`config.mk`:
```
export PLATFORM = sky130hd
export DESIGN_NAME = jpd_trq
export DESIGN_NICKNAME = d
export VERILOG_FILES = /design/src/sv/joint_pd_filtered_derivative_assert.svh /design/src/sv/jpd_pkg.sv /design/src/sv/jpd_trq.sv
export SDC_FILE = /design/constraint.sdc
export NUM_CORES = 1
export LEC_CHECK = 0
export ABC_AREA = 1
export BUFFER_PORTS_ARGS = -buffer_cell sky130_fd_sc_hd__buf_2
export CORE_AREA = 5 5 204 206
export DETAILED_ROUTE_END_ITERATION = 16
export DIE_AREA = 0 0 209 211
export PLACE_DENSITY_LB_ADDON = 0.05
export SKIP_LAST_GASP = 1
export SYNTH_ARGS = -nofsm -noshare
export SYNTH_HDL_FRONTEND = slang
export SYNTH_SLANG_ARGS = --single-unit
export TNS_END_PERCENT = 1
```
`constraint.sdc`:
```
create_clock -name clk -period 14.4 [get_ports clk]
set_clock_uncertainty 0.1 [all_clocks]
set_input_delay 2.88 -clock clk [delete_from_list [all_inputs] [get_ports clk]]
set_output_delay 2.88 -clock clk [all_outputs]
set_load 0.02 [all_outputs]
```
`src/sv/joint_pd_filtered_derivative_assert.svh`:
```
// Assertion macros shared by the joint PD controller RTL.
`ifndef JOINT_PD_FILTERED_DERIVATIVE_ASSERT_SVH
`define JOINT_PD_FILTERED_DERIVATIVE_ASSERT_SVH

// Same-cycle implication, checked only out of reset.
`define JPD_ASSERT_IMP(name, ante, cons, msg) \
  name: assert property (@(posedge clk) disable iff (!rst_n) (ante) |-> (cons)) \
    else $error(msg);

// Next-cycle implication, checked only out of reset.
`define JPD_ASSERT_NXT(name, ante, cons, msg) \
  name: assert property (@(posedge clk) disable iff (!rst_n) (ante) |=> (cons)) \
    else $error(msg);

`endif

```
`src/sv/jpd_pkg.sv`:
```
// Package with widths, constants, types and helpers of the joint PD controller.
`default_nettype none
package jpd_pkg;

  localparam int NUM_JOINTS_DEF  = 7;
  localparam int GAIN_COUNT      = 7;
  localparam int ANGLE_FRAC_BITS = 14;

  localparam int JOINT_W    = 3;
  localparam int ANGLE_W    = 18;
  localparam int DIFF_W     = ANGLE_W + 1;
  localparam int VEL_W      = 28;
  localparam int VRAW_W     = VEL_W + 1;
  localparam int KP_W       = 12;
  localparam int KD_W       = 10;
  localparam int P_W        = 31;
  localparam int SUM_W      = 40;
  localparam int TORQUE_W   = 32;
  localparam int CFG_IDX_W  = 3;
  localparam int CFG_DATA_W = 12;

  localparam logic [CFG_IDX_W-1:0] REG_KD = 3'd7;

  localparam logic signed [9:0] VEL_GAIN = 10'sd400;

  // Round-to-nearest divide by five: floor((|v| + 2) * DIV5_MUL / 2**DIV5_SHIFT).
  localparam int VMAG_W     = VEL_W;
  localparam int DIV5_MUL_W = 29;
  localparam logic [DIV5_MUL_W-1:0] DIV5_MUL = 29'd429496730;
  localparam int DIV5_SHIFT = 31;
  localparam int QPROD_W    = VMAG_W + DIV5_MUL_W;
  localparam int Q_W        = QPROD_W - DIV5_SHIFT;

  localparam int SCALE_UP   = (ANGLE_FRAC_BITS <= 16) ? 16 - ANGLE_FRAC_BITS : 0;
  localparam int SCALE_DN   = (ANGLE_FRAC_BITS > 16) ? ANGLE_FRAC_BITS - 16 : 0;
  localparam int SCALE_HALF = (1 << SCALE_DN) >> 1;
  localparam int T_W        = SUM_W + 1 + SCALE_UP;

  localparam longint HOME_DEN = 18000;

  typedef logic [GAIN_COUNT-1:0][KP_W-1:0] kp_bank_t;

  localparam kp_bank_t KP_RESET = {12'd500, 12'd500, 12'd500, 12'd700,
                                   12'd500, 12'd500, 12'd500};
  localparam logic [KD_W-1:0] KD_RESET = 10'd10;

  typedef struct packed {
    logic [JOINT_W-1:0]      joint;
    logic                    inr;
    logic                    clip;
    logic signed [VEL_W-1:0] vel;
    logic signed [P_W-1:0]   pterm;
  } jpd_mid_t;

  function automatic int eff_joints(input int n);
    eff_joints = (n < GAIN_COUNT) ? n : GAIN_COUNT;
  endfunction

  function automatic int idx_width(input int n);
    idx_width = (n > 1) ? $clog2(n) : 1;
  endfunction

  // Home pose angle of a joint in the angle format, rounded and saturated.
  function automatic logic signed [ANGLE_W-1:0] home_angle(input int j);
    longint deg;
    longint num;
    longint h;
    case (j)
      0: deg = 90;
      1: deg = -7;
      2: deg = -13;
      3: deg = 108;
      4: deg = -90;
      5: deg = -90;
      6: deg = 116;
      default: deg = 0;
    endcase
    num = deg * 314 * (64'sd1 <<< ANGLE_FRAC_BITS);
    if (num >= 0) h = (num + HOME_DEN / 2) / HOME_DEN;
    else h = -((-num + HOME_DEN / 2) / HOME_DEN);
    if (h > 131071) h = 131071;
    if (h < -131072) h = -131072;
    home_angle = ANGLE_W'(h);
  endfunction

endpackage
`default_nettype wire

```
`src/sv/jpd_trq.sv`:
```
// Back stages: derivative term, torque sum, scaling, rounding and saturation.
`default_nettype none
module jpd_trq import jpd_pkg::*; (
  input  wire logic                 clk,
  input  wire logic                 rst_n,
  input  wire logic                 mid_valid,
  output logic                      mid_ready,
  input  wire jpd_mid_t             mid,
  input  wire logic [KD_W-1:0]      kd,
  output logic                      out_valid,
  input  wire logic                 out_ready,
  output logic [JOINT_W-1:0]        out_joint_tag,
  output logic signed [TORQUE_W-1:0] out_torque_command,
  output logic                      out_torque_saturated
);

  logic                        v4_r, out_valid_r;
  logic                        rdy4, rdy5;
  logic [JOINT_W-1:0]          s4_joint_r;
  logic                        s4_inr_r, s4_clip_r;
  logic signed [SUM_W-1:0]     s4_sum_r, sum_nxt;
  logic signed [KD_W+VEL_W:0]  kdv;

  logic                        neg;
  logic [SUM_W-1:0]            mag, rnd;
  logic signed [SUM_W:0]       sv;
  logic signed [T_W-1:0]       tt;
  logic                        tclip;
  logic signed [TORQUE_W-1:0]  torque_nxt;
  logic                        sat_nxt;

  logic [JOINT_W-1:0]          out_joint_tag_r;
  logic signed [TORQUE_W-1:0]  out_torque_command_r;
  logic                        out_torque_saturated_r;

  assign rdy5      = !out_valid_r || out_ready;
  assign rdy4      = !v4_r || rdy5;
  assign mid_ready = rdy4;

  assign kdv     = $signed({1'b0, kd}) * mid.vel;
  assign sum_nxt = SUM_W'(mid.pterm) - SUM_W'(kdv);

  always_comb begin
    neg   = s4_sum_r[SUM_W-1];
    mag   = neg ? SUM_W'(-s4_sum_r) : SUM_W'(s4_sum_r);
    rnd   = (mag + SUM_W'(SCALE_HALF)) >> SCALE_DN;
    sv    = neg ? -$signed({1'b0, rnd}) : $signed({1'b0, rnd});
    tt    = T_W'(sv) <<< SCALE_UP;
    tclip = !((&tt[T_W-1:TORQUE_W-1]) || !(|tt[T_W-1:TORQUE_W-1]));
    if (!s4_inr_r) begin
      torque_nxt = '0;
    end else if (tclip) begin
      torque_nxt = tt[T_W-1] ? {1'b1, {(TORQUE_W-1){1'b0}}} : {1'b0, {(TORQUE_W-1){1'b1}}};
    end else begin
      torque_nxt = tt[TORQUE_W-1:0];
    end
    sat_nxt = s4_inr_r && (s4_clip_r || tclip);
  end

  always_ff @(posedge clk) begin
    if (!rst_n) begin
      v4_r        <= 1'b0;
      out_valid_r <= 1'b0;
    end else begin
      if (rdy4) v4_r <= mid_valid;
      if (rdy5) out_valid_r <= v4_r;
    end
  end

  always_ff @(posedge clk) begin
    if (rdy4) begin
      s4_joint_r <= mid.joint;
      s4_inr_r   <= mid.inr;
      s4_clip_r  <= mid.clip;
      s4_sum_r   <= sum_nxt;
    end
    if (rdy5) begin
      out_joint_tag_r        <= s4_joint_r;
      out_torque_command_r   <= torque_nxt;
      out_torque_saturated_r <= sat_nxt;
    end
  end

  assign out_valid            = out_valid_r;
  assign out_joint_tag        = out_joint_tag_r;
  assign out_torque_command   = out_torque_command_r;
  assign out_torque_saturated = out_torque_saturated_r;

endmodule
`default_nettype wire

```
==> summary.txt, run 1 <==
Status
  • Outcome: finished, final reports clean

CTS
  • Clock tree buffer depth: 2
  • CTS tree: done
  • CTS Hold Buffers Added: 0
  • CTS Buf Count: 9
  • H-Tree Depth: 3
  • Setup bufs post-CTS: 0
  • Root buf cell: clkbuf_16
  • Clock latency on the worst-skew pair: 350 ps
  • CTS clk-pin slew, worst paths: 60 ps
  • Clk sink count: 82
  • Post-CTS Resized: 0

STA
  • Max Slew Vio Count: 0
  • Final period util: 60.0%
  • Worst slew pin tran: 968 ps
  • Setup TNS: 0 ps
  • Final setup fails: 0
  • Worst setup margin: 5760 ps
  • Final hold vios: 0
  • Fmax: 116 MHz
  • Unrepaired setup endpoints after global routing: no
  • Tmin final: 8640 ps
  • Slew headroom: 35.5%

Routing
  • Drc violations: 0
  • Via count: 14,077
  • Drt total wl: 42,600 µm
  • Top layer in use: met4
  • Antenna-violating nets left: 0
  • Met1 Routed Length: 19,800 µm
  • Routed wire per std cell: 14.2 µm
  • WL met2: 20,500 µm
  • DR vias/cell: 4.70
  • Initial drt markers: 661
  • Drt pass-1 iters: 5
  • Routed wl met3: 1450 µm

Floorplanning
  • Die height: ~210 µm
  • DIE AREA: approximately 44,000 µm²
  • Initial Util: between 40% and 50%
  • Die span in x: approximately 210 µm
  • Num rows: 73
  • Core box area: just under 40,000 µm²
  • Io pins: about 120

Global route
  • Antenna violations before repair: 0
  • Tot GR Track Use: 20.0%
  • Remaining Overflow, GRT: 0
  • First-pass GRT wire length: ~73,000 µm
  • Largest net degree at the start of global routing: 80
  • Vias in the first global route: around 15,000

Worst setup path
  • Startpoint types: input pin
  • Crit Path Max Fanout: 28
  • Req. time, crit path: 14,400 ps
  • CP Launch Point: kd[2]
  • Slowest-stage cell, CP: fa_1
  • WP data arrival: 8640 ps
  • Worst setup EP type: register
  • Crit path cell chain: buf_2 > nand2_1 > fa_1 > inv_1 > fa_1 > inv_1 > fa_1 > fa_1 > inv_1 > fa_1 > inv_1 > ha_1 > nand2_1 > o21ai_0 > nand2_1 > o211ai_1 > a31oi_1 > o21ai_0 > a21oi_1 > o21ai_0 > inv_1 > o21ai_0 > xor2_1
  • Buf+Inv Stages, Crit Path: 6
  • CP peak stage delay: between 500 and 600 ps
  • Largest delay share family, worst path: adder cells
  • CP Class: in -> reg
  • Worst r2r src: s4_sum_r[39]

Yosys
  • Async S/R FF share, synth: 0%
  • Mean Syn Cell Area: 7.25 µm²
  • Synth area leaders: fa_1 (31%), inv_1 (15%), edfxtp_1 (14%)
  • Synth unique cells: 44
  • Synthesized cell area: around 18,000 µm²
  • Number of synthesized flops with an enable pin: 80
  • Post-synthesis sequential area ratio: 14.0%
  • Most frequent cell after synthesis: inv_1
  • #FFs+latches synth: 82
  • Ys flop type: edfxtp_1
  • Synth top cells by count: inv_1 (713), nand2_1 (621), fa_1 (270), nor2_1 (142), nand3_1 (122)
  • Warnings, synthesis: 0
  • Post-Synthesis Cells: 2,415
  • Share of the synthesized area in the top cell type: slightly above 30%
  • Area leader, netlist: fa_1
  • Syn_nets: 2,861

Placed design
  • # port buffers: 115
  • Placed instance area: 18,400 µm²
  • Placer Congestion: about 0.88
  • Pre-CTS setup slack: approximately 5400 ps
  • Post-DP HPWL: 35,800 µm

Final layout
  • Area Overhead vs Synth: 6.81%
  • Post-route cell area: 18,700 µm²
  • Layout Nets: 2,911
  • Ant diodes: 0
  • Final core area utilization: a little under half
  • Share of cells above drive strength 1: 7.61%

Run
  • Max-cap viol count: 0

Min path
  • Hold Crit Start: s4_joint_r[0]
  • Worst hold path class: reg -> reg
-- layout make-up --
class | count | area (µm²)
timing repair buffer | 119 | 606
inverter | 729 | 2740
multi-input combinational | 1524 | 12000
clock buffer | 11 | 233
sequential | 82 | 2440
tap | 525 | 657
fill | 4183 | 20800
clock inverter | 5 | 55.1
-- kinds of logic after synthesis --
family / synth area share, %
adder cells (fa/ha/maj): 37.9
buffers and inverters: 17.7
XOR/XNOR: 3.55
AO/OA/AOI/OAI: 4.39
AND/OR/NAND/NOR: 22.5
flip-flops: 14.0
-- per-layer routing --
layer | vias up | track usage [%]
li1 | 7096 | -
met5 | - | 0
met4 | 0 | 4.73
met3 | 51 | 1.51
met1 | 6667 | 27.3
met2 | 263 | 35.0
-- cells in the final DEF, fill, tap and decap left out, types with 9 or more instances in the layout --
cell type / instances
a31oi_1: 11
ha_1: 98
edfxtp_1: 80
fa_1: 270
nand3_1: 121
buf_2: 115
a21oi_1: 57
inv_1: 713
inv_2: 14
o21ai_0: 28
nand2_1: 621
xor2_1: 44
nand2_2: 9
nand4_1: 18
nor2_1: 142
xnor2_1: 27
clkbuf_16: 9
o21ai_1: 17
nor2_2: 14
-- per-stage QoR --
step	hold WS, ps	std cells
2_1_floorplan	300	2415
3_3_place_gp	300	2979
3_5_place_dp	316	2979
4_1_cts	331	2995
5_1_grt	331	2995
6_report	328	2995
-- path summary, 6_finish.rpt --
| kind | to | cells after the start | slack, ps |
|---|---|---|---|
| worst max register to register | out_torque_command[4] | 20 | 10210 |
| worst min register to register | out_joint_tag[0] | 0 | 330 |
| worst max-delay path | s4_sum_r[26] | 23 | 5760 |
| worst min-delay path | out_joint_tag[0] | 0 | 330 |
-- sequential cells by signal, indices dropped and copies added (netlist names) --
register / count
out_joint_tag: 3
out_torque_command: 31
out_torque_saturated: 1
out_valid: 1
s4_clip_r: 1
s4_inr_r: 1
s4_joint_r: 3
s4_sum_r: 40
v4_r: 1
Power of run 1 is left out: the tool's default activity adds up to more than one toggle a clock period on the data nets, which glitch-free logic cannot reach.
==> run 2: changes to the inputs <==
- ABC_AREA: 1 -> 0
- CORE_AREA: 5 5 204 206 -> 5 5 200 202
- DIE_AREA: 0 0 209 211 -> 0 0 205 207
- clock period: 14.4 -> 8.8 ns (I/O delays scaled with it)
==> run 2 against run 1 <==
First-iteration DRC count down 7.4%. Die area down 3.8%. Synthesized area down 3.8%. Utilization up 0.25 points. Non-clock buffer count up 17. Routed wire length down 7.1%. Via count down 12%. Global-route usage down 1.0 points. Final area down 2.9%. Setup slack worse by 5200 ps. Sequential share of layout area up 0.39 points. Sequential cell count unchanged.
==> summary.txt, run 2 <==
Global route
  • Tot GR Track Use: 19.0%
  • Remaining Overflow, GRT: 0
  • Vias in the first global route: 12,745
  • Antenna violations before repair: 0
  • Largest net degree at the start of global routing: 67
  • First-pass GRT wire length: between 60,000 and 70,000 µm

Final layout
  • Largest register FFs: 40
  • Layout Nets: 2,412
  • Area Overhead vs Synth: 7.74%
  • Top reg by flops: s4_sum_r
  • Most common cell after layout, fill and taps aside: inv_1
  • Share of cells above drive strength 1: under 10%
  • Commonest non-fill, non-tap cells in the layout: inv_1 (441), fa_1 (270), and2_1 (191)

Worst setup path
  • Worst setup EP type: register
  • Reg2Reg Setup Slack: 2570 ps
  • End of the critical path: s4_sum_r[39]
  • R2R depth: 14
  • CP Launch Point: kd[2]
  • Req. time, crit path: approximately 9000 ps
  • CP Class: in -> reg
  • Worst r2r src: s4_sum_r[0]
  • Crit Path Max Fanout: 12
  • Reg-to-reg critical path endpoint: out_torque_command[15]
  • WP data arrival: 8280 ps
  • Startpoint types: input pin

Run
  • Max-cap viol count: 0

Placed design
  • Placer Congestion: 0.855
  • # port buffers: 115
  • Post-DP HPWL: 33,000 µm

Floorplanning
  • Die span in x: 205 µm
  • DIE AREA: roughly 42,000 µm²
  • Num rows: 72
  • Die height: 207 µm
  • Initial Util: roughly 44%
  • Core box area: 38,100 µm²
  • Io pins: 116

CTS
  • Post-CTS Resized: 0
  • CTS clk-pin slew, worst paths: about 60 ps
  • CTS Hold Buffers Added: 0
  • Setup bufs post-CTS: 0
  • Root buf cell: clkbuf_16
  • Clk sink count: 82
  • CTS tree: done
  • H-Tree Depth: 3
  • CTS Buf Count: 9
  • Clock tree buffer depth: 2
  • Clock latency on the worst-skew pair: between 300 and 400 ps

STA
  • Tmin final: 8280 ps
  • Max Slew Vio Count: 0
  • Final hold vios: 0
  • Final setup fails: 0
  • Final period util: 94.1%
  • Min Hold Slack: 325 ps
  • Unrepaired setup endpoints after global routing: no
  • Worst slew pin tran: 1120 ps
  • Fmax: 121 MHz
  • Setup TNS: 0 ps
  • Slew headroom: 25.3%

Status
  • Outcome: finished, final reports clean

Routing
  • Drt pass-1 iters: 5
  • Via count: 12,376
  • Antenna-violating nets left: 0
  • Drc violations: 0
  • Initial drt markers: around 600
  • DR vias/cell: 4.97
  • Drt total wl: 39,600 µm
  • Routed wire per std cell: 15.9 µm

Min path
  • Worst hold path class: reg -> reg

Yosys
  • Synth unique cells: 82
  • Synth top cells by count: inv_1 (441), fa_1 (270), and2_1 (191), nand2_1 (145), ha_1 (98)
  • Syn_nets: between 2,000 and 2,500
  • Area leader, netlist: fa_1
  • Async S/R FF share, synth: 0%
  • Simple-gate share of the synthesized area: 19.1%
  • Mux contribution to synthesized area: 0.423%
  • Synthesized cell area: roughly 17,000 µm²
  • XOR/XNOR Fraction of Synth Area: 5.51%
  • #FFs+latches synth: 82
  • Share of the synthesized area in the top cell type: 32.1%
  • Most frequent cell after synthesis: inv_1
  • Mean Syn Cell Area: 8.84 µm²
  • Synth Area in Compound Gates: 9.07%
  • Synth area leaders: fa_1 (32%), edfxtp_1 (14%), inv_1 (9.8%)
  • Warnings, synthesis: 0
  • Ys flop type: edfxtp_1
  • Adder-cell area share of the yosys netlist: between 30 and 40%
  • Largest family of logic cells by synthesized area: adder cells
  • Number of synthesized flops with an enable pin: 80
  • Post-Synthesis Cells: 1,906
  • Post-synthesis sequential area ratio: roughly 14%
[run 2: layout make-up]
type | count | area (µm²)
fill | 3766 | 20000
inverter | 441 | 1660
clock inverter | 6 | 66.3
tap | 518 | 648
sequential | 82 | 2440
multi-input combinational | 1296 | 12400
antenna | 1 | 2.50
timing repair buffer | 136 | 733
clock buffer | 10 | 229
[run 2: kinds of logic after synthesis]
logic type / Yosys count
AOI/OAI and AO/OA: 232
xor gates and xnor gates: 106
adders and majority gates: 368
buffers and inverters: 528
DFF: 82
muxes: 7
and+or+nand+nor: 583
[run 2: through the flow]
step	instances	setup slack, ps	instance area (µm²)	util (%)
floorplan	1906	213	16800	-
global placement	2473	152	17900	46.9
detailed placement	2473	129	17900	46.9
CTS	2489	481	18200	47.6
global route	2489	123	18200	47.6
finish	2490	520	18200	47.6
[run 2: worst min-delay path by stage]
stage	startpoint	depth (start not counted)	to	slack (ps)
final	s4_joint_r[1]	0	out_joint_tag[1]	320
after CTS	s4_joint_r[1]	0	out_joint_tag[1]	330
after global placement	s4_joint_r[1]	0	out_joint_tag[1]	300
after global routing	s4_joint_r[1]	0	out_joint_tag[1]	340
after detailed placement	s4_joint_r[1]	0	out_joint_tag[1]	310
after floorplan	s4_joint_r[0]	0	out_joint_tag[0]	300
[run 2: routing by layer]
layer,vias to the layer above,track usage [%],part of all wire [%]
met5,-,0,0
met4,0,3.47,1.3
met3,26,1.55,3.2
met2,224,29.9,45
met1,6034,29.1,51
li1,6092,-,-
[run 2: worst max-delay path: stages]
cell	delay [ps]
buf_2	290
nand2_1	140
fa_1	550
inv_1	50
fa_1	500
inv_1	50
fa_1	460
fa_1	490
inv_1	50
fa_1	530
inv_1	40
ha_1	350
and3_1	200
nor3b_1	150
a211o_1	270
a211oi_1	280
a2111oi_0	250
o21a_1	260
a221o_1	340
o41a_1	360
a2111oi_0	400
buf_4	180
o41ai_1	70
a21oi_1	180
xnor2_1	80
Power of run 2 is left out for the same reason.
